### src/design/twsc_pkg.sv
`default_nettype none
package twsc_pkg;

    // Field widths
    localparam int VAL_W     = 18;
    localparam int SQV_W     = 2 * VAL_W;
    localparam int HOUR_W    = 5;
    localparam int MIN_W     = 6;
    localparam int SEC_W     = 6;
    localparam int SOD_W     = 17;
    localparam int DIFF_W    = 19;
    localparam int LIMIT_W   = 17;
    localparam int BND_W     = 6;
    localparam int IDX_W     = 2;
    localparam int CNT_OUT_W = 11;
    localparam int LEVEL_W   = 2;
    localparam int STEP_W    = 3;

    // Configuration register indexes and reset values
    localparam logic [IDX_W-1:0]   REG_LIMIT      = 2'd0;
    localparam logic [IDX_W-1:0]   REG_BOUNDARY   = 2'd1;
    localparam logic [LIMIT_W-1:0] LIMIT_RESET    = 17'd600;
    localparam logic [BND_W-1:0]   BOUNDARY_RESET = 6'd10;

    // Time constants
    localparam logic [SOD_W-1:0]  SEC_PER_HOUR = 17'd3600;
    localparam logic [SOD_W-1:0]  SEC_PER_MIN  = 17'd60;
    localparam logic [DIFF_W-1:0] DAY_SECONDS  = 19'(24 * 3600);
    localparam logic [DIFF_W-1:0] TWO_DAYS     = 19'(2 * 24 * 3600);

    // Result levels
    localparam logic [LEVEL_W-1:0] LVL_WINDOW = 2'd0;
    localparam logic [LEVEL_W-1:0] LVL_HOUR   = 2'd1;
    localparam logic [LEVEL_W-1:0] LVL_DAY    = 2'd2;

    typedef enum logic [1:0] {
        ARITH_MUL  = 2'd0,
        ARITH_DIV  = 2'd1,
        ARITH_SQRT = 2'd2
    } arith_op_t;

    typedef struct packed {
        logic      start;
        arith_op_t op;
    } arith_req_t;

    typedef struct packed {
        logic busy;
        logic done;
    } arith_stat_t;

    // One classified sample between front and back
    typedef struct packed {
        logic [VAL_W-1:0]  sample;
        logic [HOUR_W-1:0] hour;
        logic [MIN_W-1:0]  minute;
        logic [SEC_W-1:0]  second;
        logic [SOD_W-1:0]  now_s;
        logic [SQV_W-1:0]  sq;
        logic              boundary_hit;
    } item_t;

    // One statistics beat
    typedef struct packed {
        logic [LEVEL_W-1:0]   level;
        logic [VAL_W-1:0]     mean;
        logic [VAL_W-1:0]     maxv;
        logic [VAL_W-1:0]     minv;
        logic [VAL_W-1:0]     sd;
        logic [CNT_OUT_W-1:0] count;
        logic [HOUR_W-1:0]    hour;
        logic [MIN_W-1:0]     minute;
        logic [SEC_W-1:0]     second;
        logic                 last;
    } result_t;

endpackage
`default_nettype wire

### src/design/twsc_fifo.sv
`default_nettype none
module twsc_fifo #(
    parameter int WIDTH = 8,
    parameter int DEPTH = 2
) (
    input  logic             clk,
    input  logic             rst_n,
    input  logic             push,
    input  logic [WIDTH-1:0] din,
    output logic             full,
    input  logic             pop,
    output logic [WIDTH-1:0] dout,
    output logic             empty
);
    localparam int PTR_W = $clog2(DEPTH);

    logic [WIDTH-1:0] mem_reg [DEPTH];
    logic [PTR_W:0]   wr_ptr_reg;
    logic [PTR_W:0]   rd_ptr_reg;

    // Compare pointers with a wrap bit
    assign empty = (wr_ptr_reg == rd_ptr_reg);
    assign full  = (wr_ptr_reg[PTR_W] != rd_ptr_reg[PTR_W])
                && (wr_ptr_reg[PTR_W-1:0] == rd_ptr_reg[PTR_W-1:0]);
    assign dout  = mem_reg[rd_ptr_reg[PTR_W-1:0]];

    // Store the incoming beat
    always_ff @(posedge clk)
    begin
        if (push && !full)
        begin
            mem_reg[wr_ptr_reg[PTR_W-1:0]] <= din;
        end
    end

    // Advance pointers
    always_ff @(posedge clk or negedge rst_n)
    begin
        if (!rst_n)
        begin
            wr_ptr_reg <= '0;
            rd_ptr_reg <= '0;
        end
        else
        begin
            if (push && !full)
            begin
                wr_ptr_reg <= wr_ptr_reg + 1'b1;
            end
            if (pop && !empty)
            begin
                rd_ptr_reg <= rd_ptr_reg + 1'b1;
            end
        end
    end
endmodule
`default_nettype wire

### src/design/twsc_front.sv
`default_nettype none
module twsc_front (
    input  logic                           clk,
    input  logic                           rst_n,
    input  logic                           push,
    input  logic [twsc_pkg::VAL_W-1:0]     sample,
    input  logic [twsc_pkg::HOUR_W-1:0]    hour_of_day,
    input  logic [twsc_pkg::MIN_W-1:0]     minute_of_hour,
    input  logic [twsc_pkg::SEC_W-1:0]     second_of_minute,
    output logic                           full,
    input  logic [twsc_pkg::BND_W-1:0]     boundary_minutes,
    output twsc_pkg::item_t                item,
    output logic                           item_valid,
    input  logic                           item_ready
);
    import twsc_pkg::*;

    typedef enum logic [2:0] {
        F_IDLE = 3'b001,
        F_MOD  = 3'b010,
        F_PUSH = 3'b100
    } fstate_t;

    fstate_t            state_reg, state_next;
    item_t              item_reg, item_next;
    logic [BND_W-1:0]   rem_reg, rem_next;
    logic [STEP_W-1:0]  step_reg, step_next;
    logic [BND_W:0]     rem_sh;
    logic [BND_W:0]     rem_x;

    assign item = item_reg;

    // One restoring step of minute modulo boundary_minutes, MSB first
    always_comb
    begin
        rem_sh = {rem_reg, item_reg.minute[STEP_W'(MIN_W - 1) - step_reg]};
        if (rem_sh >= {1'b0, boundary_minutes})
        begin
            rem_x = rem_sh - {1'b0, boundary_minutes};
        end
        else
        begin
            rem_x = rem_sh;
        end
    end

    // Sequence: take sample, reduce minute, hand off
    always_comb
    begin
        state_next = state_reg;
        item_next  = item_reg;
        rem_next   = rem_reg;
        step_next  = step_reg;
        full       = 1'b1;
        item_valid = 1'b0;
        unique case (state_reg)
            F_IDLE:
            begin
                full = 1'b0;
                if (push)
                begin
                    item_next.sample       = sample;
                    item_next.hour         = hour_of_day;
                    item_next.minute       = minute_of_hour;
                    item_next.second       = second_of_minute;
                    item_next.now_s        = SOD_W'(hour_of_day) * SEC_PER_HOUR
                                           + SOD_W'(minute_of_hour) * SEC_PER_MIN
                                           + SOD_W'(second_of_minute);
                    item_next.sq           = SQV_W'(sample) * SQV_W'(sample);
                    item_next.boundary_hit = 1'b0;
                    rem_next               = '0;
                    step_next              = '0;
                    state_next             = F_MOD;
                end
            end
            F_MOD:
            begin
                rem_next  = rem_x[BND_W-1:0];
                step_next = step_reg + 1'b1;
                if (step_reg == STEP_W'(MIN_W - 1))
                begin
                    item_next.boundary_hit = (boundary_minutes != '0)
                                          && (rem_x == '0)
                                          && (item_reg.second == '0);
                    state_next = F_PUSH;
                end
            end
            F_PUSH:
            begin
                item_valid = 1'b1;
                if (item_ready)
                begin
                    state_next = F_IDLE;
                end
            end
            default:
            begin
                state_next = F_IDLE;
            end
        endcase
    end

    always_ff @(posedge clk or negedge rst_n)
    begin
        if (!rst_n)
        begin
            state_reg <= F_IDLE;
            rem_reg   <= '0;
            step_reg  <= '0;
        end
        else
        begin
            state_reg <= state_next;
            rem_reg   <= rem_next;
            step_reg  <= step_next;
        end
    end

    always_ff @(posedge clk)
    begin
        item_reg <= item_next;
    end
endmodule
`default_nettype wire

### src/design/twsc_arith.sv
`default_nettype none
module twsc_arith #(
    parameter int AW = 58
) (
    input  logic                   clk,
    input  logic                   rst_n,
    input  twsc_pkg::arith_req_t   req,
    input  logic [AW-1:0]          a,
    input  logic [AW-1:0]          b,
    output twsc_pkg::arith_stat_t  stat,
    output logic [AW-1:0]          y
);
    import twsc_pkg::*;

    localparam int CW = $clog2(AW + 1);

    // r0: accumulator / remainder / radicand, r1: multiplicand / quotient / root,
    // r2: multiplier / divisor / root bit
    logic [AW-1:0] r0_reg, r0_next;
    logic [AW-1:0] r1_reg, r1_next;
    logic [AW-1:0] r2_reg, r2_next;
    logic [CW-1:0] cnt_reg, cnt_next;
    arith_op_t     op_reg, op_next;
    logic          busy_reg, busy_next;
    logic          done_reg, done_next;
    logic [AW:0]   rem_sh;
    logic [AW-1:0] root_try;

    assign stat.busy = busy_reg;
    assign stat.done = done_reg;
    assign y         = (op_reg == ARITH_MUL) ? r0_reg : r1_reg;

    assign rem_sh   = {r0_reg, r1_reg[AW-1]};
    assign root_try = r1_reg + r2_reg;

    // One bit of multiply or divide, or one root digit, per cycle
    always_comb
    begin
        r0_next   = r0_reg;
        r1_next   = r1_reg;
        r2_next   = r2_reg;
        cnt_next  = cnt_reg;
        op_next   = op_reg;
        busy_next = busy_reg;
        done_next = 1'b0;
        if (!busy_reg)
        begin
            if (req.start)
            begin
                op_next   = req.op;
                busy_next = 1'b1;
                unique case (req.op)
                    ARITH_MUL:
                    begin
                        r0_next  = '0;
                        r1_next  = a;
                        r2_next  = b;
                        cnt_next = CW'(AW);
                    end
                    ARITH_DIV:
                    begin
                        r0_next  = '0;
                        r1_next  = a;
                        r2_next  = b;
                        cnt_next = CW'(AW);
                    end
                    ARITH_SQRT:
                    begin
                        r0_next  = a;
                        r1_next  = '0;
                        r2_next  = AW'(1) << (AW - 2);
                        cnt_next = CW'(AW / 2);
                    end
                    default:
                    begin
                        busy_next = 1'b0;
                    end
                endcase
            end
        end
        else
        begin
            unique case (op_reg)
                ARITH_MUL:
                begin
                    if (r2_reg[0])
                    begin
                        r0_next = r0_reg + r1_reg;
                    end
                    r1_next = r1_reg << 1;
                    r2_next = r2_reg >> 1;
                end
                ARITH_DIV:
                begin
                    if (rem_sh >= {1'b0, r2_reg})
                    begin
                        r0_next = AW'(rem_sh - {1'b0, r2_reg});
                        r1_next = {r1_reg[AW-2:0], 1'b1};
                    end
                    else
                    begin
                        r0_next = rem_sh[AW-1:0];
                        r1_next = {r1_reg[AW-2:0], 1'b0};
                    end
                end
                ARITH_SQRT:
                begin
                    if (r0_reg >= root_try)
                    begin
                        r0_next = r0_reg - root_try;
                        r1_next = (r1_reg >> 1) + r2_reg;
                    end
                    else
                    begin
                        r1_next = r1_reg >> 1;
                    end
                    r2_next = r2_reg >> 2;
                end
                default:
                begin
                    r1_next = r1_reg;
                end
            endcase
            cnt_next = cnt_reg - 1'b1;
            if (cnt_reg == CW'(1))
            begin
                busy_next = 1'b0;
                done_next = 1'b1;
            end
        end
    end

    always_ff @(posedge clk or negedge rst_n)
    begin
        if (!rst_n)
        begin
            busy_reg <= 1'b0;
            done_reg <= 1'b0;
            cnt_reg  <= '0;
            op_reg   <= ARITH_MUL;
        end
        else
        begin
            busy_reg <= busy_next;
            done_reg <= done_next;
            cnt_reg  <= cnt_next;
            op_reg   <= op_next;
        end
    end

    always_ff @(posedge clk)
    begin
        r0_reg <= r0_next;
        r1_reg <= r1_next;
        r2_reg <= r2_next;
    end
endmodule
`default_nettype wire

### src/design/twsc_back.sv
`default_nettype none
module twsc_back #(
    parameter int WINDOW_SAMPLES   = 1024,
    parameter int WINDOWS_PER_HOUR = 6,
    parameter int HOURS_PER_DAY    = 24
) (
    input  logic                            clk,
    input  logic                            rst_n,
    input  twsc_pkg::item_t                 item,
    input  logic                            item_valid,
    output logic                            item_pop,
    input  logic [twsc_pkg::LIMIT_W-1:0]    window_limit_seconds,
    output twsc_pkg::result_t               result,
    output logic                            result_push,
    input  logic                            result_full
);
    import twsc_pkg::*;

    localparam int CNT_W  = $clog2(WINDOW_SAMPLES + 1);
    localparam int HN_W   = $clog2(WINDOWS_PER_HOUR + 1);
    localparam int DN_W   = $clog2(HOURS_PER_DAY + 1);
    localparam int NW_A   = (CNT_W > HN_W) ? CNT_W : HN_W;
    localparam int NW     = (NW_A > DN_W) ? NW_A : DN_W;
    localparam int AW     = 2 * NW + 2 * VAL_W;
    localparam int SUM_W  = VAL_W + CNT_W;
    localparam int SQ_W   = SQV_W + CNT_W;
    localparam int HSUM_W = VAL_W + HN_W;
    localparam int HSQ_W  = SQV_W + HN_W;
    localparam int DSUM_W = VAL_W + DN_W;
    localparam int DSQ_W  = SQV_W + DN_W;

    typedef enum logic [10:0] {
        B_IDLE = 11'b00000000001,
        B_UPD  = 11'b00000000010,
        B_CHK  = 11'b00000000100,
        B_MEAN = 11'b00000001000,
        B_MUL1 = 11'b00000010000,
        B_MUL2 = 11'b00000100000,
        B_MUL3 = 11'b00001000000,
        B_VAR  = 11'b00010000000,
        B_SQRT = 11'b00100000000,
        B_EMIT = 11'b01000000000,
        B_ACC  = 11'b10000000000
    } bstate_t;

    // Elapsed seconds from window start, modulo one day
    function automatic logic [DIFF_W-1:0] day_diff(input logic [SOD_W-1:0] now_s,
                                                   input logic [SOD_W-1:0] start_s);
        logic [DIFF_W-1:0] d;
        d = DIFF_W'(now_s) + TWO_DAYS - DIFF_W'(start_s);
        if (d >= DAY_SECONDS)
        begin
            d = d - DAY_SECONDS;
        end
        if (d >= DAY_SECONDS)
        begin
            d = d - DAY_SECONDS;
        end
        if (d >= DAY_SECONDS)
        begin
            d = d - DAY_SECONDS;
        end
        return d;
    endfunction

    bstate_t state_reg, state_next;
    item_t   cur_reg, cur_next;
    logic    issued_reg, issued_next;

    // Open window
    logic [CNT_W-1:0]  wcount_reg, wcount_next;
    logic [HOUR_W-1:0] wst_hour_reg, wst_hour_next;
    logic [MIN_W-1:0]  wst_min_reg, wst_min_next;
    logic [SEC_W-1:0]  wst_sec_reg, wst_sec_next;
    logic [SOD_W-1:0]  wst_s_reg, wst_s_next;
    logic [SUM_W-1:0]  wsum_reg, wsum_next;
    logic [SQ_W-1:0]   wsq_reg, wsq_next;
    logic [VAL_W-1:0]  wmax_reg, wmax_next;
    logic [VAL_W-1:0]  wmin_reg, wmin_next;

    // Hourly and daily sets
    logic [HSUM_W-1:0] hsum_reg, hsum_next;
    logic [HSQ_W-1:0]  hsq_reg, hsq_next;
    logic [VAL_W-1:0]  hmax_reg, hmax_next;
    logic [VAL_W-1:0]  hmin_reg, hmin_next;
    logic [DSUM_W-1:0] dsum_reg, dsum_next;
    logic [DSQ_W-1:0]  dsq_reg, dsq_next;
    logic [VAL_W-1:0]  dmax_reg, dmax_next;
    logic [VAL_W-1:0]  dmin_reg, dmin_next;
    logic [HN_W-1:0]   lc0_reg, lc0_next;
    logic [DN_W-1:0]   lc1_reg, lc1_next;

    // Statistics operands and intermediates
    logic [LEVEL_W-1:0] level_reg, level_next;
    logic [NW-1:0]      n_reg, n_next;
    logic [AW-1:0]      s1_reg, s1_next;
    logic [AW-1:0]      s2_reg, s2_next;
    logic [VAL_W-1:0]   smax_reg, smax_next;
    logic [VAL_W-1:0]   smin_reg, smin_next;
    logic [HOUR_W-1:0]  st_hour_reg, st_hour_next;
    logic [MIN_W-1:0]   st_min_reg, st_min_next;
    logic [SEC_W-1:0]   st_sec_reg, st_sec_next;
    logic [VAL_W-1:0]   mean_reg, mean_next;
    logic [AW-1:0]      t_reg, t_next;
    logic [AW-1:0]      nn_reg, nn_next;
    logic [VAL_W-1:0]   sd_reg, sd_next;

    arith_req_t    areq;
    arith_stat_t   astat;
    logic [AW-1:0] aa;
    logic [AW-1:0] ab;
    logic [AW-1:0] ay;

    logic              wfirst;
    logic              close;
    logic              hour_roll;
    logic              day_roll;
    logic [SQV_W-1:0]  msq;
    logic [HSUM_W-1:0] hsum_new;
    logic [HSQ_W-1:0]  hsq_new;
    logic [VAL_W-1:0]  hmax_new;
    logic [VAL_W-1:0]  hmin_new;
    logic [DSUM_W-1:0] dsum_new;
    logic [DSQ_W-1:0]  dsq_new;
    logic [VAL_W-1:0]  dmax_new;
    logic [VAL_W-1:0]  dmin_new;

    twsc_arith #(
        .AW (AW)
    ) u_arith (
        .clk   (clk),
        .rst_n (rst_n),
        .req   (areq),
        .a     (aa),
        .b     (ab),
        .stat  (astat),
        .y     (ay)
    );

    assign wfirst    = (wcount_reg == '0);
    assign close     = (day_diff(cur_reg.now_s, wst_s_reg) >= DIFF_W'(window_limit_seconds))
                    || cur_reg.boundary_hit;
    assign hour_roll = (lc0_reg == HN_W'(WINDOWS_PER_HOUR - 1));
    assign day_roll  = (lc1_reg == DN_W'(HOURS_PER_DAY - 1));

    // Fold a finished mean into the next level's set
    assign msq      = SQV_W'(mean_reg) * SQV_W'(mean_reg);
    assign hsum_new = ((lc0_reg == '0) ? '0 : hsum_reg) + HSUM_W'(mean_reg);
    assign hsq_new  = ((lc0_reg == '0) ? '0 : hsq_reg) + HSQ_W'(msq);
    assign hmax_new = ((lc0_reg == '0) || (mean_reg > hmax_reg)) ? mean_reg : hmax_reg;
    assign hmin_new = ((lc0_reg == '0) || (mean_reg < hmin_reg)) ? mean_reg : hmin_reg;
    assign dsum_new = ((lc1_reg == '0) ? '0 : dsum_reg) + DSUM_W'(mean_reg);
    assign dsq_new  = ((lc1_reg == '0) ? '0 : dsq_reg) + DSQ_W'(msq);
    assign dmax_new = ((lc1_reg == '0) || (mean_reg > dmax_reg)) ? mean_reg : dmax_reg;
    assign dmin_new = ((lc1_reg == '0) || (mean_reg < dmin_reg)) ? mean_reg : dmin_reg;

    // Result beat
    always_comb
    begin
        result.level  = level_reg;
        result.mean   = mean_reg;
        result.maxv   = smax_reg;
        result.minv   = smin_reg;
        result.sd     = sd_reg;
        result.count  = CNT_OUT_W'(n_reg);
        result.hour   = st_hour_reg;
        result.minute = st_min_reg;
        result.second = st_sec_reg;
        case (level_reg)
            LVL_WINDOW: result.last = !hour_roll;
            LVL_HOUR:   result.last = !day_roll;
            default:    result.last = 1'b1;
        endcase
    end

    // Arithmetic operand select
    always_comb
    begin
        aa      = s1_reg;
        ab      = AW'(n_reg);
        areq.op = ARITH_DIV;
        unique case (state_reg)
            B_MUL1:
            begin
                aa      = s2_reg;
                ab      = AW'(n_reg);
                areq.op = ARITH_MUL;
            end
            B_MUL2:
            begin
                aa      = s1_reg;
                ab      = s1_reg;
                areq.op = ARITH_MUL;
            end
            B_MUL3:
            begin
                aa      = AW'(n_reg);
                ab      = AW'(n_reg);
                areq.op = ARITH_MUL;
            end
            B_VAR:
            begin
                aa      = t_reg;
                ab      = nn_reg;
                areq.op = ARITH_DIV;
            end
            B_SQRT:
            begin
                aa      = t_reg;
                ab      = nn_reg;
                areq.op = ARITH_SQRT;
            end
            default:
            begin
                areq.op = ARITH_DIV;
            end
        endcase
    end

    // Engine sequence
    always_comb
    begin
        state_next    = state_reg;
        cur_next      = cur_reg;
        issued_next   = issued_reg;
        wcount_next   = wcount_reg;
        wst_hour_next = wst_hour_reg;
        wst_min_next  = wst_min_reg;
        wst_sec_next  = wst_sec_reg;
        wst_s_next    = wst_s_reg;
        wsum_next     = wsum_reg;
        wsq_next      = wsq_reg;
        wmax_next     = wmax_reg;
        wmin_next     = wmin_reg;
        hsum_next     = hsum_reg;
        hsq_next      = hsq_reg;
        hmax_next     = hmax_reg;
        hmin_next     = hmin_reg;
        dsum_next     = dsum_reg;
        dsq_next      = dsq_reg;
        dmax_next     = dmax_reg;
        dmin_next     = dmin_reg;
        lc0_next      = lc0_reg;
        lc1_next      = lc1_reg;
        level_next    = level_reg;
        n_next        = n_reg;
        s1_next       = s1_reg;
        s2_next       = s2_reg;
        smax_next     = smax_reg;
        smin_next     = smin_reg;
        st_hour_next  = st_hour_reg;
        st_min_next   = st_min_reg;
        st_sec_next   = st_sec_reg;
        mean_next     = mean_reg;
        t_next        = t_reg;
        nn_next       = nn_reg;
        sd_next       = sd_reg;
        item_pop      = 1'b0;
        result_push   = 1'b0;
        areq.start    = 1'b0;

        unique case (state_reg)
            B_IDLE:
            begin
                if (item_valid)
                begin
                    cur_next   = item;
                    item_pop   = 1'b1;
                    state_next = B_UPD;
                end
            end
            B_UPD:
            begin
                if (wfirst)
                begin
                    wst_hour_next = cur_reg.hour;
                    wst_min_next  = cur_reg.minute;
                    wst_sec_next  = cur_reg.second;
                    wst_s_next    = cur_reg.now_s;
                end
                // Drop the sample once the window is full
                if (wcount_reg < CNT_W'(WINDOW_SAMPLES))
                begin
                    wsum_next   = (wfirst ? '0 : wsum_reg) + SUM_W'(cur_reg.sample);
                    wsq_next    = (wfirst ? '0 : wsq_reg) + SQ_W'(cur_reg.sq);
                    wmax_next   = (wfirst || (cur_reg.sample > wmax_reg)) ? cur_reg.sample
                                                                          : wmax_reg;
                    wmin_next   = (wfirst || (cur_reg.sample < wmin_reg)) ? cur_reg.sample
                                                                          : wmin_reg;
                    wcount_next = wcount_reg + 1'b1;
                end
                state_next = B_CHK;
            end
            B_CHK:
            begin
                if (close)
                begin
                    level_next   = LVL_WINDOW;
                    n_next       = NW'(wcount_reg);
                    s1_next      = AW'(wsum_reg);
                    s2_next      = AW'(wsq_reg);
                    smax_next    = wmax_reg;
                    smin_next    = wmin_reg;
                    st_hour_next = wst_hour_reg;
                    st_min_next  = wst_min_reg;
                    st_sec_next  = wst_sec_reg;
                    wcount_next  = '0;
                    state_next   = B_MEAN;
                end
                else
                begin
                    state_next = B_IDLE;
                end
            end
            B_MEAN, B_MUL1, B_MUL2, B_MUL3, B_VAR, B_SQRT:
            begin
                areq.start  = !issued_reg;
                issued_next = 1'b1;
                if (astat.done)
                begin
                    issued_next = 1'b0;
                    unique case (state_reg)
                        B_MEAN:
                        begin
                            mean_next  = ay[VAL_W-1:0];
                            state_next = B_MUL1;
                        end
                        B_MUL1:
                        begin
                            t_next     = ay;
                            state_next = B_MUL2;
                        end
                        B_MUL2:
                        begin
                            t_next     = (t_reg >= ay) ? (t_reg - ay) : '0;
                            state_next = B_MUL3;
                        end
                        B_MUL3:
                        begin
                            nn_next    = ay;
                            state_next = B_VAR;
                        end
                        B_VAR:
                        begin
                            t_next     = ay;
                            state_next = B_SQRT;
                        end
                        default:
                        begin
                            sd_next    = ay[VAL_W-1:0];
                            state_next = B_EMIT;
                        end
                    endcase
                end
            end
            B_EMIT:
            begin
                if (!result_full)
                begin
                    result_push = 1'b1;
                    state_next  = (level_reg == LVL_DAY) ? B_IDLE : B_ACC;
                end
            end
            B_ACC:
            begin
                st_hour_next = cur_reg.hour;
                st_min_next  = cur_reg.minute;
                st_sec_next  = cur_reg.second;
                if (level_reg == LVL_WINDOW)
                begin
                    hsum_next  = hsum_new;
                    hsq_next   = hsq_new;
                    hmax_next  = hmax_new;
                    hmin_next  = hmin_new;
                    lc0_next   = hour_roll ? '0 : (lc0_reg + 1'b1);
                    level_next = LVL_HOUR;
                    n_next     = NW'(WINDOWS_PER_HOUR);
                    s1_next    = AW'(hsum_new);
                    s2_next    = AW'(hsq_new);
                    smax_next  = hmax_new;
                    smin_next  = hmin_new;
                    state_next = hour_roll ? B_MEAN : B_IDLE;
                end
                else
                begin
                    dsum_next  = dsum_new;
                    dsq_next   = dsq_new;
                    dmax_next  = dmax_new;
                    dmin_next  = dmin_new;
                    lc1_next   = day_roll ? '0 : (lc1_reg + 1'b1);
                    level_next = LVL_DAY;
                    n_next     = NW'(HOURS_PER_DAY);
                    s1_next    = AW'(dsum_new);
                    s2_next    = AW'(dsq_new);
                    smax_next  = dmax_new;
                    smin_next  = dmin_new;
                    state_next = day_roll ? B_MEAN : B_IDLE;
                end
            end
            default:
            begin
                state_next = B_IDLE;
            end
        endcase
    end

    always_ff @(posedge clk or negedge rst_n)
    begin
        if (!rst_n)
        begin
            state_reg  <= B_IDLE;
            issued_reg <= 1'b0;
            wcount_reg <= '0;
            lc0_reg    <= '0;
            lc1_reg    <= '0;
            level_reg  <= LVL_WINDOW;
        end
        else
        begin
            state_reg  <= state_next;
            issued_reg <= issued_next;
            wcount_reg <= wcount_next;
            lc0_reg    <= lc0_next;
            lc1_reg    <= lc1_next;
            level_reg  <= level_next;
        end
    end

    always_ff @(posedge clk)
    begin
        cur_reg      <= cur_next;
        wst_hour_reg <= wst_hour_next;
        wst_min_reg  <= wst_min_next;
        wst_sec_reg  <= wst_sec_next;
        wst_s_reg    <= wst_s_next;
        wsum_reg     <= wsum_next;
        wsq_reg      <= wsq_next;
        wmax_reg     <= wmax_next;
        wmin_reg     <= wmin_next;
        hsum_reg     <= hsum_next;
        hsq_reg      <= hsq_next;
        hmax_reg     <= hmax_next;
        hmin_reg     <= hmin_next;
        dsum_reg     <= dsum_next;
        dsq_reg      <= dsq_next;
        dmax_reg     <= dmax_next;
        dmin_reg     <= dmin_next;
        n_reg        <= n_next;
        s1_reg       <= s1_next;
        s2_reg       <= s2_next;
        smax_reg     <= smax_next;
        smin_reg     <= smin_next;
        st_hour_reg  <= st_hour_next;
        st_min_reg   <= st_min_next;
        st_sec_reg   <= st_sec_next;
        mean_reg     <= mean_next;
        t_reg        <= t_next;
        nn_reg       <= nn_next;
        sd_reg       <= sd_next;
    end
endmodule
`default_nettype wire

### src/design/timed_window_stats_cascade_unit.sv
// Channel   Direction  Handshake           Beat
// input     in         push / full         sample, hour_of_day, minute_of_hour, second_of_minute
// result    out        empty / pop         level, mean_value .. stamp_second, last
// config    in         wr_en (no wait)     wr_index, wr_data
//
// Front takes a sample through capture, six minute-modulo steps and a queue write that
// waits while the middle queue is full; full stays high until that write. Back passes a
// sample that closes nothing through update and check states; each emitted statistic runs
// two divides, three multiplies, one square root on the shared bit-serial unit (AW = 2*count
// width + 36). Reset is asynchronous; there is no clearing pass. A full result queue stalls
// the back end only; the front keeps accepting until the two-entry middle queue fills.
`default_nettype none
module timed_window_stats_cascade_unit #(
    parameter int WINDOW_SAMPLES   = 1024,
    parameter int WINDOWS_PER_HOUR = 6,
    parameter int HOURS_PER_DAY    = 24
) (
    input  logic                             clk,
    input  logic                             rst_n,
    input  logic                             push,
    output logic                             full,
    input  logic [twsc_pkg::VAL_W-1:0]       sample,
    input  logic [twsc_pkg::HOUR_W-1:0]      hour_of_day,
    input  logic [twsc_pkg::MIN_W-1:0]       minute_of_hour,
    input  logic [twsc_pkg::SEC_W-1:0]       second_of_minute,
    output logic                             empty,
    input  logic                             pop,
    output logic [twsc_pkg::LEVEL_W-1:0]     level,
    output logic [twsc_pkg::VAL_W-1:0]       mean_value,
    output logic [twsc_pkg::VAL_W-1:0]       max_value,
    output logic [twsc_pkg::VAL_W-1:0]       min_value,
    output logic [twsc_pkg::VAL_W-1:0]       std_dev,
    output logic [twsc_pkg::CNT_OUT_W-1:0]   sample_count,
    output logic [twsc_pkg::HOUR_W-1:0]      stamp_hour,
    output logic [twsc_pkg::MIN_W-1:0]       stamp_minute,
    output logic [twsc_pkg::SEC_W-1:0]       stamp_second,
    output logic                             last,
    input  logic                             wr_en,
    input  logic [twsc_pkg::IDX_W-1:0]       wr_index,
    input  logic [twsc_pkg::LIMIT_W-1:0]     wr_data
);
    import twsc_pkg::*;

    logic [LIMIT_W-1:0] limit_reg;
    logic [BND_W-1:0]   boundary_reg;

    item_t   fr_item;
    logic    fr_valid;
    logic    mid_full;
    item_t   mid_item;
    logic    mid_empty;
    logic    mid_pop;
    result_t bk_result;
    logic    bk_push;
    logic    res_full;
    result_t res_head;

    // Configuration registers; other indexes are ignored
    always_ff @(posedge clk or negedge rst_n)
    begin
        if (!rst_n)
        begin
            limit_reg    <= LIMIT_RESET;
            boundary_reg <= BOUNDARY_RESET;
        end
        else if (wr_en)
        begin
            unique case (wr_index)
                REG_LIMIT:    limit_reg    <= wr_data;
                REG_BOUNDARY: boundary_reg <= wr_data[BND_W-1:0];
                default:      limit_reg    <= limit_reg;
            endcase
        end
    end

    twsc_front u_front (
        .clk              (clk),
        .rst_n            (rst_n),
        .push             (push),
        .sample           (sample),
        .hour_of_day      (hour_of_day),
        .minute_of_hour   (minute_of_hour),
        .second_of_minute (second_of_minute),
        .full             (full),
        .boundary_minutes (boundary_reg),
        .item             (fr_item),
        .item_valid       (fr_valid),
        .item_ready       (!mid_full)
    );

    twsc_fifo #(
        .WIDTH ($bits(item_t)),
        .DEPTH (2)
    ) u_mid_q (
        .clk   (clk),
        .rst_n (rst_n),
        .push  (fr_valid),
        .din   (fr_item),
        .full  (mid_full),
        .pop   (mid_pop),
        .dout  (mid_item),
        .empty (mid_empty)
    );

    twsc_back #(
        .WINDOW_SAMPLES   (WINDOW_SAMPLES),
        .WINDOWS_PER_HOUR (WINDOWS_PER_HOUR),
        .HOURS_PER_DAY    (HOURS_PER_DAY)
    ) u_back (
        .clk                  (clk),
        .rst_n                (rst_n),
        .item                 (mid_item),
        .item_valid           (!mid_empty),
        .item_pop             (mid_pop),
        .window_limit_seconds (limit_reg),
        .result               (bk_result),
        .result_push          (bk_push),
        .result_full          (res_full)
    );

    twsc_fifo #(
        .WIDTH ($bits(result_t)),
        .DEPTH (2)
    ) u_res_q (
        .clk   (clk),
        .rst_n (rst_n),
        .push  (bk_push),
        .din   (bk_result),
        .full  (res_full),
        .pop   (pop),
        .dout  (res_head),
        .empty (empty)
    );

    assign level        = res_head.level;
    assign mean_value   = res_head.mean;
    assign max_value    = res_head.maxv;
    assign min_value    = res_head.minv;
    assign std_dev      = res_head.sd;
    assign sample_count = res_head.count;
    assign stamp_hour   = res_head.hour;
    assign stamp_minute = res_head.minute;
    assign stamp_second = res_head.second;
    assign last         = res_head.last;
endmodule
`default_nettype wire

### config.mk
export PLATFORM = sky130hd
export DESIGN_NAME = timed_window_stats_cascade_unit
export DESIGN_NICKNAME = d
export VERILOG_FILES = /design/src/design/twsc_pkg.sv /design/src/design/twsc_fifo.sv /design/src/design/twsc_front.sv /design/src/design/twsc_arith.sv /design/src/design/twsc_back.sv /design/src/design/timed_window_stats_cascade_unit.sv
export SDC_FILE = /design/constraint.sdc
export NUM_CORES = 2
export LEC_CHECK = 0
export BUFFER_PORTS_ARGS = -buffer_cell sky130_fd_sc_hd__buf_2
export CAP_MARGIN = 15
export CORE_AREA = 3 3 495 497
export CTS_CLUSTER_DIAMETER = 60
export DETAILED_ROUTE_END_ITERATION = 8
export DIE_AREA = 0 0 498 500
export PLACE_DENSITY = 0.65
export SLEW_MARGIN = 20
export SYNTH_ARGS = -nofsm -noshare
export SYNTH_HDL_FRONTEND = slang
export SYNTH_SLANG_ARGS = --single-unit
### constraint.sdc
create_clock -name clk -period 18.4 [get_ports clk]
set_input_delay 1.84 -clock clk [delete_from_list [all_inputs] [get_ports clk]]
set_output_delay 1.84 -clock clk [all_outputs]
set_load 0.03 [all_outputs]
# == Word-level counts from Yosys, hierarchy flattened ==
# Memories as Yosys holds them, arrays and structs flattened. A register that Yosys moved wholly into a read port is not among the register bits.
# Index checks and enable logic that the tools add are counted.
# totals
mem_bits_rw,384
inputBits,59
word_cells,337
n_memories,2
mem_bits_ro,0
register_bits,1023
latchBits,0
# op_classes
div_mod_pow,0
n_mux,111
bitwise_logic,4
n_eq_ne,43
shift,0
n_reduce_logical,70
n_addsub,30
multipliers,4
n_lt_le_gt_ge,16
# mem_list
memory,depth,word_bits,rd,rd_ports_with_merged_regs,wr,line,rtl
u_res_q.mem_reg,2,103,1,0,1,twsc_fifo.sv:17,logic [WIDTH-1:0] mem_reg [DEPTH];
u_mid_q.mem_reg,2,89,1,1,1,twsc_fifo.sv:17,
# ops
cell,n
58-bit one-hot mux with 2 select lines,8
58-bit two-way mux,14
58-bit one-hot mux with 3 select lines,3
58-bit subtractor,3
18-bit two-way mux,8
58-bit adder,2
58-bit greater-or-equal comparator,2
11-bit two-way mux,8
41-bit two-way mux,2
18-bit by 18-bit multiplier with 36-bit output,2
18-bit one-hot mux with 2 select lines,2
11-bit one-hot mux with 6 select lines,1
59-bit by 58-bit greater-or-equal comparator with 1-bit output,1
57-bit by 58-bit adder with 58-bit output,1
19-bit by 17-bit greater-or-equal comparator with 1-bit output (second input constant),3
19-bit two-way mux,3
19-bit by 17-bit subtractor with 19-bit output (second input constant),3
18-bit > comparator,3
18-bit less-than comparator,3
10-bit one-hot mux with 5 select lines,1
6-bit one-hot mux with 2 select lines,4
47-bit by 36-bit adder with 47-bit output,1
47-bit two-way mux,1
23-bit two-way mux,2
85 further kinds,197

# == Logic depth before layout (Yosys ltp) ==
# depth
ltp_word,12
depth_mapped,45
ltp_nobuf,41

# == By module ==
# A second synthesis with hierarchy kept.
# unflattened
cells_unflattened,11012
area_unflattened_um2,112685.6
# modules_own_cells
mod,cells_per_inst,area_each_um2,instances,seq_area_each_um2
twsc_back,5351,55381.9,1,22537.9
twsc_arith,3532,27492.6,1,5475.3
twsc_front,1423,14388.8,1,2854.0
twsc_fifo (u_res_q),349,7721.2,1,6286.0
twsc_fifo (u_mid_q),306,6814.0,1,5445.2
timed_window_stats_cascade_unit,51,887.1,1,583.1

# == Worst setup path before layout ==
# Ideal clock, no wire load.
# synth_timing
path_kind,register -> register
startpoint,register u_back.cur_reg[55] (netlist name)
endpoint,"register u_back.n_reg[0], enable pin"
arrival_ps,10691
path_stages_with_launch,43
required_ps,17874
slack_ps,7183
cell_sequence,edfxtp_1 ha_1 ha_1 inv_1 fa_1 nor2b_1 o2111ai_1 nand2_1 xnor2_1 inv_1 ha_1 nor2_1 nand4_2 a21o_1 a21oi_2 mux2_2 ha_1 clkbuf_1 (+7 left out) a211oi_4 nor4_2 nor3_4 buf_2 xnor2_1 ha_1 o21a_1 o21a_1 o21ai_0 nand2b_1 a21oi_1 o21ai_0 a211o_1 a211o_1 a211oi_2 nand2_1 buf_2 o31a_1
# synth_lines
item,line,rtl
"end signal, assigned",twsc_back.sv:448,n_reg <= n_next;
"end, declared",twsc_back.sv:95,"logic [NW-1:0] n_reg, n_next;"

==> impl_results.rst <==
.. list-table::
   :header-rows: 1

   * - Metric
     - Value
   * - Overall fraction of global-route tracks in use
     - 0.2549
   * - Beginning of the worst hold path
     - u_front.item[20]$_DFFE_PP_
   * - Period minus WS final
     - 10.66 ns
   * - Global-route wire length before repair
     - 492400 microns
   * - Unrepaired setup endpoints after global routing
     - false
   * - Clock buffers created by TritonCTS
     - 178
   * - Die height
     - 500 microns
   * - Top cell type by total area after synthesis
     - sky130_fd_sc_hd__edfxtp_1
   * - Start point of the critical path
     - u_back.cur_reg[55]$_DFFE_PP_
   * - Start of the worst register-to-register path
     - u_back.cur_reg[55]$_DFFE_PP_
   * - Final Max Slew Viols
     - 0
   * - Number of buffers added on ports
     - 163
   * - Clock-pin slew reported for the worst setup and hold paths after clock tree synthesis
     - 0.06 ns
   * - Part of the Yosys area used for sequential elements
     - 0.3944
   * - Vias per Instance
     - 5.885
   * - Post-route setup slack
     - 7.738 ns
   * - Core Footprint
     - 240800 sq um
   * - Async S/R FF share, synth
     - 0.05981
   * - Longest individual stage delay on the worst path
     - 0.65 ns
   * - Startpoint Class
     - flop
   * - Required time of the critical path
     - 18.85 ns
   * - Std cell rows
     - 180
   * - Depth of the worst register-to-register path
     - 38
   * - Count of unresolved DRC violations after routing
     - 0
   * - Sum of overflow across all layers after global routing
     - 0
   * - Ratio of cells with drive above 1 in the final layout
     - 0.08951
   * - Final worst hold slack
     - 0.4371 ns
   * - Area fraction of the dominant cell type after synthesis
     - 0.3745
   * - Most frequently used cell type in the post-synthesis netlist
     - sky130_fd_sc_hd__edfxtp_1
   * - Hold EP
     - u_mid_q.mem_reg[1][20]$_DFFE_PP_
   * - Max_cap viols
     - 0
   * - Achievable Freq
     - 0.09379 GHz
   * - Clock latency of the later-clocked register in the worst-skew pair
     - 0.86 ns
   * - Post-synth EDFFs
     - 1352
   * - Path type of the worst min-delay path
     - reg -> reg
   * - Drt total wl
     - 323100 microns
   * - Final GP Congestion
     - 0.9671
   * - Master of the slowest instance on the critical path
     - sky130_fd_sc_hd__o31a_2
   * - Hold Crit Depth
     - 0
   * - Accumulated negative setup slack
     - 0 ns
   * - Leading cell types by total area after synthesis
     - sky130_fd_sc_hd__edfxtp_1 37%, sky130_fd_sc_hd__ha_1 11%, sky130_fd_sc_hd__fa_1 8.5%, sky130_fd_sc_hd__inv_1 3.9%, sky130_fd_sc_hd__xnor2_1 3.1%
   * - Number of antenna violations at the first check in global routing
     - 20
   * - Worst voltage drop across the vdd grid
     - 385.5 uV
   * - Buffers from clock root to sink, at most
     - 3
   * - Period utilisation layout
     - 0.5795
   * - Vias in the first global route
     - 81880
   * - Register-to-Register Setup Slack
     - 7.74 ns
   * - Number of hold buffers added after CTS
     - 0
   * - Worst slew margin relative to its limit
     - 0.1693
   * - Maximum fanout encountered on the critical timing path
     - 123
   * - Clock tree root buffer cell
     - sky130_fd_sc_hd__clkbuf_16
   * - Commonest register cell after synthesis
     - sky130_fd_sc_hd__edfxtp_1
   * - Pin count of the biggest net entering global routing
     - 124
   * - Most instantiated cells after synthesis
     - 1352 x sky130_fd_sc_hd__edfxtp_1, 1123 x sky130_fd_sc_hd__inv_1, 954 x sky130_fd_sc_hd__ha_1
   * - Path type of the worst setup path
     - reg -> reg
   * - Count of warnings emitted by yosys
     - 0
   * - # clock sinks
     - 1438
   * - ANT nets after route
     - 0
   * - Number of DRC markers in iteration 0
     - 7687
   * - Nature of the critical path endpoint
     - flop
   * - Total via count after detailed routing
     - 82030
   * - Net count after synthesis
     - 11950
   * - Total die area
     - 249000 sq um
   * - Cell occurring most often along the worst timing path
     - sky130_fd_sc_hd__ha_1
   * - Number of flip-flops in the largest register
     - 206
   * - Count of unique library cells instantiated by Yosys
     - 117
   * - First-pass iteration count of the detailed router
     - 8
   * - Number of setup violations in the final report
     - 0
   * - Fillers
     - 21600
   * - Count of cells resized by post-cts repair
     - 0
   * - Post-detail-place hpwl
     - 240100 microns
   * - Summed instance area of the synthesized netlist
     - 108400 sq um
   * - Average size of a mapped cell
     - 10.35 sq um
   * - Core Util, Final
     - 0.4953
   * - Areal power density over the cells
     - 211.0 nW/um^2
   * - Critical path data arrival time
     - 11.11 ns
   * - Effective utilization at floorplan
     - 0.4503
   * - Total number of nets in the final design
     - 12070
   * - Post-CTS setup-driven buffer insertion count
     - 0
   * - Area growth syn-to-layout
     - 9.991%
   * - Synthesized netlist cell count
     - 10480
   * - Number of H-tree branching levels
     - 4
   * - Number of hold violations in the final report
     - 0
   * - Top-level I/O count
     - 164
   * - Wirelength per Cell
     - 23.18 microns
   * - Slew at the pin with the worst max-slew slack
     - 1.240 ns
   * - Flip-flop and latch count after synthesis
     - 1438
   * - Worst setup timing slack at the placement stage
     - 7.846 ns
   * - Status
     - completed
   * - Die W
     - 498 microns
   * - Post-Route Skew
     - 0.1048 ns
   * - Static Leakage
     - 50.50 nW
   * - CTS tree
     - built
   * - End of the worst register-to-register path
     - u_back.s1_reg[1]$_DFFE_PP_
[worst max-delay path: cells and delay by family (launching register included)]
| kind | cells | cell delay, ns |
|---|---|---|
| mux | 2 | 0.83 |
| simple gates | 11 | 2.52 |
| flops | 1 | 0.41 |
| compound gates | 13 | 3.31 |
| xor+xnor | 2 | 0.35 |
| buf+inv | 3 | 0.58 |
| fa+ha+maj | 7 | 2.06 |
[power breakdown]
part | internal (mW) | switching (mW) | total (mW) | leakage [nW]
registers | 4.62 | 0.604 | 5.22 | 13.5
logic | 6.43 | 9.91 | 16.3 | 34.1
clock network | 2.07 | 1.51 | 3.59 | 2.90
total | 13.1 | 12.0 | 25.2 | 50.5
[kinds of logic (layout without fill, tap and decap cells)]
logic type                 Yosys count  in the layout  share of synthesized area
DFF                               1438           1438                     0.3944
xor gates and xnor gates           611            611                    0.04984
and+or+nand+nor                   2624           2624                     0.1168
muxes                              453            453                    0.04475
other                                0              8                          0
buffers and inverters             1470           1740                    0.05124
adders and majority gates         1414           1414                     0.1950
AOI/OAI and AO/OA                 2467           2467                     0.1479
[stage by stage]
| step | cells | power (mW) | area (sq um) |
|---|---|---|---|
| 6_report | 13940 | 25.16 | 119300 |
| 2_1_floorplan | 10480 | 17.29 | 108400 |
| 4_1_cts | 13930 | 25.02 | 119200 |
| 5_1_grt | 13940 | 27.13 | 119200 |
| 3_3_place_gp | 13600 | 21.11 | 113100 |
| 3_5_place_dp | 13600 | 21.31 | 113200 |
[cell type report]
cell class                      count  area, sq um  share of cell area
Multi-Input combinational cell   7569        60420              0.5067
Sequential cell                  1438        42770              0.3586
Clock buffer                      208         4628             0.03881
Inverter                         1131         4252             0.03565
Tap cell                         3185         3985             0.03342
Timing Repair Buffer              278         1755             0.01472
Clock inverter                    123         1418             0.01189
Antenna cell                        8        20.02           0.0001679
[metal layers]
layer  global-route usage  wire length, microns  vias up
li1                     -                     -    37690
met1               0.3488                138500    40430
met2               0.4067                146200     3280
met3              0.04376                 26090      622
met4              0.09354                 12250        8
met5                    0                    53        -
[cell usage in the layout, fill, tap and decap left out, drive strengths merged, types with 27 or more instances in the layout]
master and instances:
nand3 149, nand2b 96, a31oi 117, xor2 220, o21ai 591, mux2i 208
o211ai 31, buf 278, a221oi 35, a221o 35, nor2b 92, mux2 244
a21o 301, a22o 27, clkbuf 208, or2 35, fa 460, nor2 604
o21a 96, nor3 136, a211oi 60, inv 1145, xnor2 391, and2 328
clkinv 77, a22oi 123, nand4 77, dfrtp 78, o22ai 50, ha 954
nand2 864, a21boi 41, and3 77, edfxtp 1352, o221ai 30, o31ai 36
or3 40, a21oi 600, o21bai 82
[worst max-delay path by stage]
stage	cells past startpoint	end
global route	38	u_back.s2_reg[3]$_DFFE_PP_
floorplan	42	u_back.n_reg[0]$_SDFFCE_PP0P_
CTS	38	u_back.s2_reg[22]$_DFFE_PP_
finish	38	u_back.s1_reg[1]$_DFFE_PP_
global placement	38	u_back.s1_reg[4]$_DFFE_PP_
detailed placement	38	u_back.s1_reg[4]$_DFFE_PP_
No activity file was read; power rests on OpenSTA's default activity.
